==> config.mk <==
export PLATFORM = sky130hd
export DESIGN_NAME = hlp_controller
export DESIGN_NICKNAME = d
export VERILOG_FILES = /design/src/sv/hlp_pkg.sv /design/src/sv/hlp_controller.sv
export SDC_FILE = /design/constraint.sdc
export NUM_CORES = 1
export LEC_CHECK = 0
export ABC_AREA = 1
export BUFFER_PORTS_ARGS = -buffer_cell sky130_fd_sc_hd__buf_4
export CAP_MARGIN = 20
export CELL_PAD_IN_SITES_DETAIL_PLACEMENT = 1
export CELL_PAD_IN_SITES_GLOBAL_PLACEMENT = 1
export CORE_MARGIN = 2
export CORE_UTILIZATION = 34
export CTS_CLUSTER_DIAMETER = 120
export CTS_CLUSTER_SIZE = 20
export DETAILED_ROUTE_END_ITERATION = 10
export PLACE_DENSITY = 0.8
export SYNTH_ARGS = -nofsm -noshare
export SYNTH_HDL_FRONTEND = slang
export SYNTH_SLANG_ARGS = --single-unit
==> constraint.sdc <==
create_clock -name clock -period 2.2 [get_ports clock]
set_input_delay 0.11 -clock clock [delete_from_list [all_inputs] [get_ports clock]]
set_output_delay 0.11 -clock clock [all_outputs]
set_load 0.005 [all_outputs]
==> src/sv/hlp_pkg.sv <==
// shared types and constants for the hypergraph label propagation core
// no dependencies
package hlp_pkg;
   localparam int MaxNodes = 64;
   localparam int MaxEdges = 64;
   localparam int NodeIdxWidth = $clog2(MaxNodes);
   localparam int EdgeIdxWidth = $clog2(MaxEdges);
   localparam int LabelWidth = 4;
   localparam int NumLabels = 16;
   localparam int CountWidth = 7;
   localparam int RoundWidth = 17;

   localparam logic [2:0] CmdWriteHit  = 3'd0;
   localparam logic [2:0] CmdWriteNode = 3'd1;
   localparam logic [2:0] CmdRun       = 3'd2;
   localparam logic [2:0] CmdReadNode  = 3'd3;
   localparam logic [2:0] CmdReadEdge  = 3'd4;

   localparam logic [1:0] CsrNodeCount = 2'd0;
   localparam logic [1:0] CsrEdgeCount = 2'd1;
   localparam logic [1:0] CsrMaxRounds = 2'd2;

   typedef struct packed {
      logic [2:0] command;
      logic [5:0] node_index;
      logic [5:0] edge_index;
      logic [3:0] write_value;
   } req_type;

   typedef struct packed {
      logic [3:0]  label_out;
      logic [16:0] rounds_done;
      logic        converged;
   } rsp_type;

   // controller to datapath
   typedef struct packed {
      logic                    wipe;         // clearing pass after reset
      logic                    clear_tally;  // start a new tally
      logic                    tally_en;     // count one member
      logic                    edge_phase;   // 1 when edges are being labeled
      logic [NodeIdxWidth-1:0] row;          // node index
      logic [EdgeIdxWidth-1:0] col;          // edge index
      logic                    commit;       // write the winner back
      logic                    clear_change;
   } ctl_type;

   typedef struct packed {
      logic changed;
   } sts_type;
endpackage

==> src/sv/hlp_controller.sv <==
// run sequencer of the label propagation core: walks rows and columns per round
// depends on hlp_pkg
module hlp_controller (
   input  logic                        clock,
   input  logic                        reset,
   input  logic                        run,
   input  logic [hlp_pkg::CountWidth-1:0] node_count,
   input  logic [hlp_pkg::CountWidth-1:0] edge_count,
   input  logic [hlp_pkg::RoundWidth-1:0] max_rounds,
   input  hlp_pkg::sts_type            sts,
   output hlp_pkg::ctl_type            ctl,
   output logic                        busy,
   output logic                        done,
   output logic [hlp_pkg::RoundWidth-1:0] rounds,
   output logic                        conv
);
   import hlp_pkg::*;

   typedef enum logic [3:0] {
      StClear, StIdle, StCheck, StEdgeScan, StEdgeCommit, StEdgeDone,
      StNodeScan, StNodeCommit, StNodeDone, StEnd
   } state_type;

   state_type                state_ff;
   logic [NodeIdxWidth-1:0]  row_ff;
   logic [EdgeIdxWidth-1:0]  col_ff;
   logic [NodeIdxWidth-1:0]  nlast_ff;
   logic [EdgeIdxWidth-1:0]  elast_ff;
   logic [RoundWidth-1:0]    rounds_ff;
   logic                     conv_ff, done_ff;

   assign busy = state_ff != StIdle;
   assign done = done_ff;
   assign rounds = rounds_ff;
   assign conv = conv_ff;

   always_comb begin
      ctl = '0;
      ctl.row = row_ff;
      ctl.col = col_ff;
      case (state_ff)
         StClear: ctl.wipe = 1'b1;
         StEdgeScan: begin
            ctl.edge_phase = 1'b1;
            ctl.tally_en = 1'b1;
         end
         StEdgeCommit: begin
            ctl.edge_phase = 1'b1;
            ctl.commit = 1'b1;
            ctl.clear_tally = 1'b1;
         end
         StNodeScan: ctl.tally_en = 1'b1;
         StNodeCommit: begin
            ctl.commit = 1'b1;
            ctl.clear_tally = 1'b1;
         end
         StCheck: begin
            ctl.clear_tally = 1'b1;
            ctl.clear_change = 1'b1;
         end
         default: ;
      endcase
   end

   always_ff @(posedge clock) begin
      if (reset) begin
         state_ff <= StClear;
         row_ff <= '0;
         col_ff <= '0;
         nlast_ff <= '0;
         elast_ff <= '0;
         rounds_ff <= '0;
         conv_ff <= 1'b0;
         done_ff <= 1'b0;
      end else begin
         done_ff <= 1'b0;
         case (state_ff)
            StClear: begin
               row_ff <= row_ff + 1'b1;
               col_ff <= col_ff + 1'b1;
               if (row_ff == NodeIdxWidth'(MaxNodes - 1)) state_ff <= StIdle;
            end
            StIdle: begin
               if (run) begin
                  nlast_ff <= (node_count == '0) ? '0 :
                     (node_count > CountWidth'(MaxNodes)) ? NodeIdxWidth'(MaxNodes - 1) :
                     NodeIdxWidth'(node_count - 1'b1);
                  elast_ff <= (edge_count == '0) ? '0 :
                     (edge_count > CountWidth'(MaxEdges)) ? EdgeIdxWidth'(MaxEdges - 1) :
                     EdgeIdxWidth'(edge_count - 1'b1);
                  rounds_ff <= '0;
                  conv_ff <= 1'b0;
                  state_ff <= StCheck;
               end
            end
            StCheck: begin
               row_ff <= '0;
               col_ff <= '0;
               if (rounds_ff < max_rounds) state_ff <= StEdgeScan;
               else state_ff <= StEnd;
            end
            StEdgeScan: begin
               if (row_ff == nlast_ff) begin
                  state_ff <= StEdgeCommit;
               end else row_ff <= row_ff + 1'b1;
            end
            StEdgeCommit: begin
               row_ff <= '0;
               if (col_ff == elast_ff) begin
                  col_ff <= '0;
                  state_ff <= StEdgeDone;
               end else begin
                  col_ff <= col_ff + 1'b1;
                  state_ff <= StEdgeScan;
               end
            end
            // let the last edge label land before the node phase reads it
            StEdgeDone: state_ff <= StNodeScan;
            StNodeScan: begin
               if (col_ff == elast_ff) state_ff <= StNodeCommit;
               else col_ff <= col_ff + 1'b1;
            end
            StNodeCommit: begin
               col_ff <= '0;
               if (row_ff == nlast_ff) begin
                  rounds_ff <= rounds_ff + 1'b1;
                  state_ff <= StNodeDone;
               end else begin
                  row_ff <= row_ff + 1'b1;
                  state_ff <= StNodeScan;
               end
            end
            // let the change flag settle after the last node commit
            StNodeDone: state_ff <= StEnd;
            StEnd: begin
               if (rounds_ff != '0 && !sts.changed && rounds_ff <= max_rounds
                   && state_ff == StEnd && row_ff == nlast_ff) begin
                  conv_ff <= 1'b1;
                  state_ff <= StIdle;
                  done_ff <= 1'b1;
               end else if (rounds_ff < max_rounds && rounds_ff != '0) begin
                  state_ff <= StCheck;
               end else begin
                  state_ff <= StIdle;
                  done_ff <= 1'b1;
               end
            end
            default: state_ff <= StIdle;
         endcase
      end
   end
endmodule

==> results.json, run 1 <==
{
  "rr_worst_depth": 10,
  "h-tree-depth": 2,
  "crit-reg2reg-launch": "rounds[16]",
  "clock_path_buffers": 2,
  "power_leakage_uw": 0.002346,
  "drtIter0Drc": 136,
  "dieArea_um2": 11640,
  "fin_area_um2": 4506,
  "start_util": 0.3522,
  "reg2reg_to": "conv",
  "max_freq_mhz": 527.4,
  "maxCapViolCount": 0,
  "drtAntennaViolNets": 0,
  "ioPinCount": 73,
  "area_growth_pct": 22.82,
  "root_buffer": "clkbuf_8",
  "place.gp.congestion": 0.9535,
  "ys_ff_latch": 47,
  "hold_viol": 0,
  "hp-class": "in2reg",
  "synth.distinct_cells": 42,
  "critical_path.max_fanout": 5,
  "crit_type": "reg2reg",
  "antenna_found_initial": 0,
  "ir_drop_v": 0.0003083,
  "clock_skew_ps": 20.70,
  "maxSlewHeadroom": 0.6413,
  "wl_um": 11110,
  "min_to": "elast_ff[0]",
  "core-area_um2": 10420,
  "synthTopCellsByArea": "dfxtp_1 26%, nand2_1 14%, inv_1 10%, ha_1 8.5%, nor2_1 7.0%",
  "period_share": 0.8619,
  "cellPowerDensity_nw_per_um2": 581.6,
  "p_total_uw": 2620,
  "whs_ps": 151.7,
  "nFillCells": 1414,
  "cts_tree": "done",
  "hp-start": "edge_count[0]",
  "track_usage": 0.1997,
  "synth_area_um2": 3669,
  "cp-end-kind": "register",
  "layout-drive-gt1-share": 0.2096,
  "synth_cells": 567,
  "post_cts_buffers": 0,
  "yosys_warnings": 0,
  "outcome": "completed",
  "cts_resized": 0,
  "worstPathRequired_ps": 2470,
  "clk_pin_slew_ps": 110,
  "die_w_um": 107.9,
  "grt_pass1_wl_um": 18680,
  "numClockSinks": 47,
  "fin_crit_ps": 1896,
  "drv_slew": 0,
  "dr_total_vias": 3862,
  "first_global_vias": 4123,
  "holdBufCountCts": 0,
  "std_cell_rows": 37,
  "vias_per_cell": 4.920,
  "ys_seq_area_frac": 0.2565,
  "cts_buffers": 5,
  "nets": 708,
  "min_path_cells": 4,
  "portBuffers": 72,
  "fp.dieH_um": 107.9,
  "startpoint_type": "register",
  "diodes": 0,
  "multi_input_area_um2": 2245,
  "grt_overflow_total": 0,
  "dp_hpwl_um": 9341,
  "dpl_cell_area_um2": 4389,
  "rsz0062_at_grt": "no",
  "clock_latency_ps": 320,
  "drcViolationCount": 0,
  "firstDrtPassIters": 4,
  "reg2reg_slack_ps": 300,
  "synth_top_area_frac": 0.2565,
  "ff_latch_area_um2": 940.9,
  "worst_pin_slew_ps": 535.7,
  "crit_arrival_ps": 2160,
  "synth_area_leader_cell": "dfxtp_1",
  "synth_nets": 627,
  "tns_ps": 0,
  "grt_max_degree": 23,
  "setup_violations": 0,
  "synth.avg_cell_area_um2": 6.470,
  "route.detailed.wl_per_inst_um": 14.16,
  "final_util": 0.4326
}
worst max-delay path, cell delays in order, from the launching register on:
cell and delay [ps]:
dfxtp_1 480, ha_1 300, a21o_1 180, nor2_1 90
nand2_1 120, nor2_1 240, nand2_1 110, a21oi_1 120
nand3b_1 110, nand2_1 60, inv_1 50
routing by layer:
| layer | vias to the layer above | global-route usage | wire [µm] |
|---|---|---|---|
| li1 | 1954 | - | - |
| met5 | - | 0 | 0 |
| met3 | 13 | 0.03208 | 435 |
| met4 | 0 | 0.05403 | 159 |
| met1 | 1820 | 0.2348 | 4794 |
| met2 | 75 | 0.3715 | 5725 |
report_power, final:
part,switching (µW),internal (µW),total (µW)
Clock,334,345,679
Combinational,565,354,919
Sequential,88.1,934,1020
Total,987,1630,2620
state kept, by name, indices dropped and copies added (netlist names):
signal    count
conv          1
done          1
elast_ff      6
state_ff      4
nlast_ff      6
col_ff        6
row_ff        6
rounds       17
how the worst max path moves through the flow:
| stage | slack (ps) | end | startpoint |
|---|---|---|---|
| after floorplan | 620 | conv | rounds[12] |
| after global placement | 340 | state_ff[1] | rounds[16] |
| after detailed placement | 300 | state_ff[0] | rounds[16] |
| after CTS | 280 | conv | rounds[16] |
| after global routing | 130 | state_ff[1] | rounds[16] |
| final | 300 | conv | rounds[16] |
final cells by class:
cell class / instances / area share
Inverter: 114 / 0.09775
Clock inverter: 3 / 0.01055
Clock buffer: 5 / 0.01527
Multi-Input combinational cell: 401 / 0.4982
Timing Repair Buffer: 79 / 0.1316
Sequential cell: 47 / 0.2088
Tap cell: 136 / 0.03777
cell usage in the layout (no fill, tap or decap), types with 4 or more instances in the layout:
cell type  Yosys  final
o22ai_1        8      8
clkbuf_8       0      5
inv_1         98     98
buf_4          0     79
nor2_8         4      4
inv_2         13     13
nor3_1        10     10
nand3_1       25     25
nand4_1        9      9
nor2_1        68     68
nand2_1      141    141
nand3_2        5      5
xor2_1        12     12
nor2_2         5      5
dfxtp_1       47     47
ha_1          25     25
o21ai_0       13     13
a21oi_1       33     33
cells in the mapped netlist, drive strengths merged:
| cell | count |
|---|---|
| a211oi | 5 |
| a21o | 2 |
| a21oi | 36 |
| and3 | 2 |
| buf | 2 |
| clkbuf | 3 |
| clkinv | 1 |
| dfxtp | 47 |
| ha | 25 |
| inv | 113 |
| nand2 | 146 |
| nand3 | 31 |
| nand3b | 2 |
| nand4 | 12 |
| nor2 | 79 |
| nor3 | 12 |
| nor3b | 1 |
| nor4 | 2 |
| o211ai | 2 |
| o21ai | 16 |
| o22ai | 8 |
| o31ai | 1 |
| o32ai | 3 |
| or2 | 2 |
| xnor2 | 2 |
| xor2 | 12 |
metrics by stage:
step,setup slack (ps),instances
after floorplan,621.9,567
after global placement,343.7,777
after detailed placement,301.1,777
after CTS,285.0,785
after global routing,131.5,785
final,303.8,785
cell families after synthesis:
kind of cell / count (synthesis) / share of synthesized area
simple gates: 289 / 0.3752
buf+inv: 119 / 0.1316
xor+xnor: 14 / 0.03342
fa+ha+maj: 25 / 0.08527
flops: 47 / 0.2565
compound gates: 73 / 0.1180
No activity file was read; power rests on OpenSTA's default activity.
==> inputs of run 2 (changes only) <==
--- a/config.mk
+++ b/config.mk
@@ -6,5 +6,4 @@
 export NUM_CORES = 1
 export LEC_CHECK = 0
-export ABC_AREA = 1
 export BUFFER_PORTS_ARGS = -buffer_cell sky130_fd_sc_hd__buf_4
 export CAP_MARGIN = 20
@@ -16,5 +15,5 @@
 export CTS_CLUSTER_SIZE = 20
 export DETAILED_ROUTE_END_ITERATION = 10
-export PLACE_DENSITY = 0.8
+export PLACE_DENSITY = 0.78
 export SYNTH_ARGS = -nofsm -noshare
 export SYNTH_HDL_FRONTEND = slang
==> constraint.sdc (replaced) <==
create_clock -name clock -period 2.2 [get_ports clock]
set_input_delay 0.44 -clock clock [delete_from_list [all_inputs] [get_ports clock]]
set_output_delay 0.44 -clock clock [all_outputs]
set_load 0.005 [all_outputs]
==> results.json, run 2 <==
{
  "layout_common_cells": "98 x buf_4, 49 x nand2_1, 46 x dfxtp_1",
  "drv_slew": 0,
  "cellPowerDensity_nw_per_um2": 426.2,
  "clock_path_buffers": 2,
  "ir_drop_v": 0.0002403,
  "largest_reg_flops": 17,
  "layout-drive-gt1-share": 0.2337,
  "maxCapViolCount": 0,
  "worst_pin_slew_ps": 561.9,
  "synth_area_um2": 3282,
  "antenna_found_initial": 0,
  "nets": 564,
  "numClockSinks": 47,
  "p_seq_frac": 0.488,
  "dieArea_um2": 10450,
  "switching_share": 0.2514,
  "ys_ff_latch": 47,
  "grt_pass1_wl_um": 16260,
  "setup_ws_ps": 126.6,
  "max_freq_mhz": 482.3,
  "portBuffers": 72,
  "async_reset_ff_frac": 0,
  "vias_per_cell": 5.360,
  "slowest_delay_ps": 510,
  "root_buffer": "clkbuf_8",
  "hold_viol": 0,
  "drtIter0Drc": 147,
  "ys_seq_area_frac": 0.2867,
  "synth_cells": 415,
  "drtAntennaViolNets": 0,
  "p_int_uw": 1347,
  "grt_overflow_total": 0,
  "core-area_um2": 9284,
  "synth_edf_count": 0,
  "rsz0062_at_grt": "no",
  "path_cells": "and4b_1 -> and2_1 -> a32oi_2 -> buf_4 -> nor4_2 -> mux2i_1",
  "die_w_um": 102.2,
  "hp-class": "in2reg",
  "dpl_cell_area_um2": 4101,
  "crit_arrival_ps": 2310,
  "cp-end-kind": "register",
  "h-tree-depth": 2,
  "drcViolationCount": 0,
  "final_util": 0.4546,
  "critical_path.max_fanout": 8,
  "worstPathRequired_ps": 2430,
  "startpoint_type": "register",
  "p_sw_uw": 452.2,
  "synth_nets": 475,
  "synthTopCellsByCount": "49 x nand2_1, 47 x dfxtp_1, 29 x inv_1",
  "combPwrFrac": 0.134,
  "dp_hpwl_um": 7893,
  "outcome": "completed",
  "power_frac_clock": 0.378,
  "firstDrtPassIters": 4,
  "period_share": 0.9424,
  "clock_skew_ps": 11.54,
  "place.gp.congestion": 0.8118,
  "layout_commonest_cell": "buf_4",
  "first_global_vias": 3459,
  "synth.distinct_cells": 54,
  "synthFlopType": "dfxtp_1",
  "holdBufCountCts": 0,
  "std_cell_rows": 35,
  "synth.avg_cell_area_um2": 7.908,
  "wl_um": 9926,
  "cts_tree": "done",
  "grt_max_degree": 19,
  "place_ws_ps": 7.017,
  "area_growth_pct": 28.59,
  "fp.dieH_um": 102.2,
  "tns_ps": 0,
  "cp_slowest_cell": "dfxtp_1",
  "cts_buffers": 5,
  "maxSlewHeadroom": 0.6240,
  "track_usage": 0.1932,
  "clock_latency_ps": 310,
  "crit_type": "reg2reg",
  "synth_area_leader_cell": "dfxtp_1",
  "synthTopCellsByArea": "dfxtp_1 29%, ha_1 9.5%, nand2_1 5.6%, xnor2_1 3.7%, xor2_1 3.7%",
  "dr_total_vias": 3398,
  "ioPinCount": 73,
  "synth_top_area_frac": 0.2867,
  "start_util": 0.3535,
  "fin_crit_ps": 2073,
  "synth.most_common_cell": "nand2_1",
  "clk_pin_slew_ps": 90,
  "yosys_warnings": 0,
  "power_leakage_uw": 0.001857,
  "fin_area_um2": 4220,
  "diodes": 0,
  "route.detailed.wl_per_inst_um": 15.66,
  "setup_violations": 0
}
## run 2: changes by cell type after synthesis, sizes merged, moves of 8 or more
cell,previous run,this run
a21oi,36,24
a22o,0,12
a31oi,0,8
buf,2,10
inv,113,29
nand2,146,49
nand3,31,10
nor2,79,27
o22ai,8,0
or3,0,15
xnor2,2,14
## run 2: layer usage
layer  global-route usage  part of all wire  vias up
met5                    0                 0        -
li1                     -                 -     1683
met4              0.04103            0.0093        0
met2               0.3436              0.48       79
met1               0.2512              0.48     1629
met3              0.02326             0.033        7
## run 2: path summary, 6_finish.rpt
path,slack [ps],to,cells after the start,from
setup / recovery,130,rounds[16],6,state_ff[2]
setup reg to reg,130,rounds[16],6,state_ff[2]
hold / removal,440,elast_ff[0],3,edge_count[0]
hold reg to reg,510,nlast_ff[0],1,nlast_ff[0]
## run 2: through the flow
step	hold WS (ps)	total power [µW]	instances
3_5_place_dp	492.2	1139	626
2_1_floorplan	462.9	1018	415
5_1_grt	453.5	1869	634
3_3_place_gp	489.6	1124	625
4_1_cts	436.9	1808	634
6_report	436.4	1799	634
## run 2: layout make-up
type	instances	area [µm²]
clock buffers	6	82.58
inverters	30	112.6
well taps	129	161.4
clock inverters	2	35.03
fillers	1194	5064
multi-input cells	321	2140
flip-flops and latches	47	942.2
repair buffers	99	747.0
## run 2: cell families after synthesis
logic type	after synthesis	synth area share
DFF	47	0.2867
adders and majority gates	25	0.09531
AOI/OAI and AO/OA	91	0.1918
and+or+nand+nor	170	0.2688
xor gates and xnor gates	28	0.07473
buffers and inverters	47	0.06138
muxes	7	0.02135
## run 2: power groups by stage
stage                     Clock [µW]  Combinational (µW)  Sequential, µW
after CTS                        687                 244             877
after detailed placement           0                 241             897
after global routing             721                 269             879
after floorplan                    0                 125             893
final                            680                 242             877
after global placement             0                 228             896
## run 2: timing repair
item | CTS | global route
resized for setup | 0 | 1
endpoints found under the setup margin | 0 | 5
setup buffers | 0 | 0
## run 2: worst max-delay path: cells and delay by family, from the launching register on
kind	cells	cell delay (ps)
multiplexers	1	210
AO/OA/AOI/OAI	1	200
flip-flops	1	510
buffers and inverters	1	220
AND/OR/NAND/NOR	3	860
==> inputs of run 3 (changes only) <==
SLEW_MARGIN = 5   (was default)
TNS_END_PERCENT = 30   (was default)
clock period = 2.1 ns   (was 2.2 ns; I/O delays follow)
==> results.json, run 3 (synthesis results as in run 2) <==
{
  "core-area_um2": 9284,
  "area_growth_pct": 29.47,
  "final_cells": 641,
  "numClockSinks": 47,
  "rsz0062_at_grt": "no",
  "max_freq_mhz": 509.9,
  "placedCellCount": 634,
  "maxSlewHeadroom": 0.6358,
  "drv_slew": 0,
  "place.gp.congestion": 0.8231,
  "min_to": "nlast_ff[0]",
  "layout_common_cells": "106 x buf_4, 49 x nand2_1, 47 x dfxtp_1",
  "nFillCells": 1176,
  "route.detailed.wl_per_inst_um": 15.67,
  "min_path_cells": 3,
  "cts_tree": "done",
  "std_cell_rows": 35,
  "maxCapViolCount": 0,
  "startpoint_type": "register",
  "track_usage": 0.1967,
  "dp_hpwl_um": 7988,
  "fin_crit_ps": 1961,
  "cp-end-kind": "output port",
  "fin_area_um2": 4249,
  "worst_pin_slew_ps": 544.3,
  "portBuffers": 72,
  "crit_arrival_ps": 1540,
  "clk_pin_slew_ps": 90,
  "crit_type": "reg2out",
  "hp-start": "node_count[0]",
  "worstPathRequired_ps": 1680,
  "diodes": 0,
  "die_w_um": 102.2,
  "rr_worst_depth": 6,
  "cts_buffers": 5,
  "antenna_found_initial": 0,
  "critical_path.max_fanout": 12,
  "setup_ws_ps": 139.0,
  "ioPinCount": 73,
  "h-tree-depth": 2,
  "dieArea_um2": 10450,
  "clock_skew_ps": 9.894,
  "clock_latency_ps": 310,
  "wl_um": 10040,
  "drtAntennaViolNets": 0,
  "layout_commonest_cell": "buf_4",
  "start_util": 0.3535,
  "setup_violations": 0,
  "cts_resized": 0,
  "dpl_cell_area_um2": 4161,
  "drtIter0Drc": 141,
  "fp.dieH_um": 102.2,
  "vias_per_cell": 5.345,
  "cellPowerDensity_nw_per_um2": 410.0,
  "outcome": "completed",
  "p_total_uw": 1742,
  "hp-class": "in2reg",
  "clock_path_buffers": 2,
  "grt_overflow_total": 0,
  "grt_max_degree": 18,
  "ir_drop_v": 0.0002102,
  "place_ws_ps": -70.47,
  "crit-reg2reg-launch": "row_ff[3]",
  "firstDrtPassIters": 4,
  "reg2reg_to": "rounds[10]",
  "post_cts_buffers": 0,
  "holdBufCountCts": 0,
  "root_buffer": "clkbuf_8",
  "power_leakage_uw": 0.001884,
  "grt_pass1_wl_um": 16550,
  "nets": 572,
  "drcViolationCount": 0,
  "first_global_vias": 3501,
  "reg2reg_slack_ps": 160,
  "hold_viol": 0,
  "layout-drive-gt1-share": 0.2422,
  "dr_total_vias": 3426,
  "period_share": 0.9338,
  "largest_reg_flops": 17
}
==> run 3: cell count changes in the layout (fill, tap and decap cells not counted) <==
cell,previous run,this run
buf_4,98,106
bufinv_16,1,0
dfxtp_1,46,47
dfxtp_2,1,0
==> run 3: where the power goes <==
part           switching (µW)  internal (µW)  leakage, µW
clock                     308            259    0.0000470
sequential               16.5            901     0.000380
combinational             132            126      0.00146
total                     456           1290      0.00188
==> run 3: layout make-up <==
cell class                      count  area (µm²)  area share
Clock buffer                        6       82.58     0.01943
Clock inverter                      1       5.005    0.001178
Inverter                           30       112.6     0.02650
Multi-Input combinational cell    321        2140      0.5035
Sequential cell                    47       940.9      0.2214
Tap cell                          129       161.4     0.03799
Timing Repair Buffer              107       807.0      0.1899
==> run 3: how the worst max path moves through the flow <==
stage,endpoint,cells after the start,slack (ps),from
floorplan,state_ff[3],7,170,max_rounds[4]
global placement,rounds[11],5,30,state_ff[2]
detailed placement,state_ff[1],8,-70,max_rounds[4]
CTS,ctl[1],5,130,state_ff[0]
global route,rounds[4],6,5,row_ff[3]
finish,ctl[1],5,140,state_ff[0]
==> run 3: routing by layer <==
metal | GRT usage | wire length [µm] | up-vias
li1 | - | - | 1712
met1 | 0.2503 | 4604 | 1617
met2 | 0.3492 | 4897 | 88
met3 | 0.02804 | 431 | 9
met4 | 0.05026 | 108 | 0
met5 | 0 | 0 | -
==> run 3: metrics by stage <==
| stage | util | setup TNS [ps] | hold WS [ps] |
|---|---|---|---|
| 2_1_floorplan | - | 0 | 462.9 |
| 3_3_place_gp | 0.4470 | 0 | 489.1 |
| 3_5_place_dp | 0.4482 | -129.8 | 492.0 |
| 4_1_cts | 0.4577 | 0 | 418.7 |
| 5_1_grt | 0.4577 | 0 | 427.9 |
| 6_report | 0.4577 | 0 | 426.0 |
==> run 3: worst max-delay path, stage by stage (launching register included) <==
cell     delay (ps)
dfxtp_1         450
buf_4           230
nand2_1         110
nor2b_1         140
nor3_1          160
buf_4           150
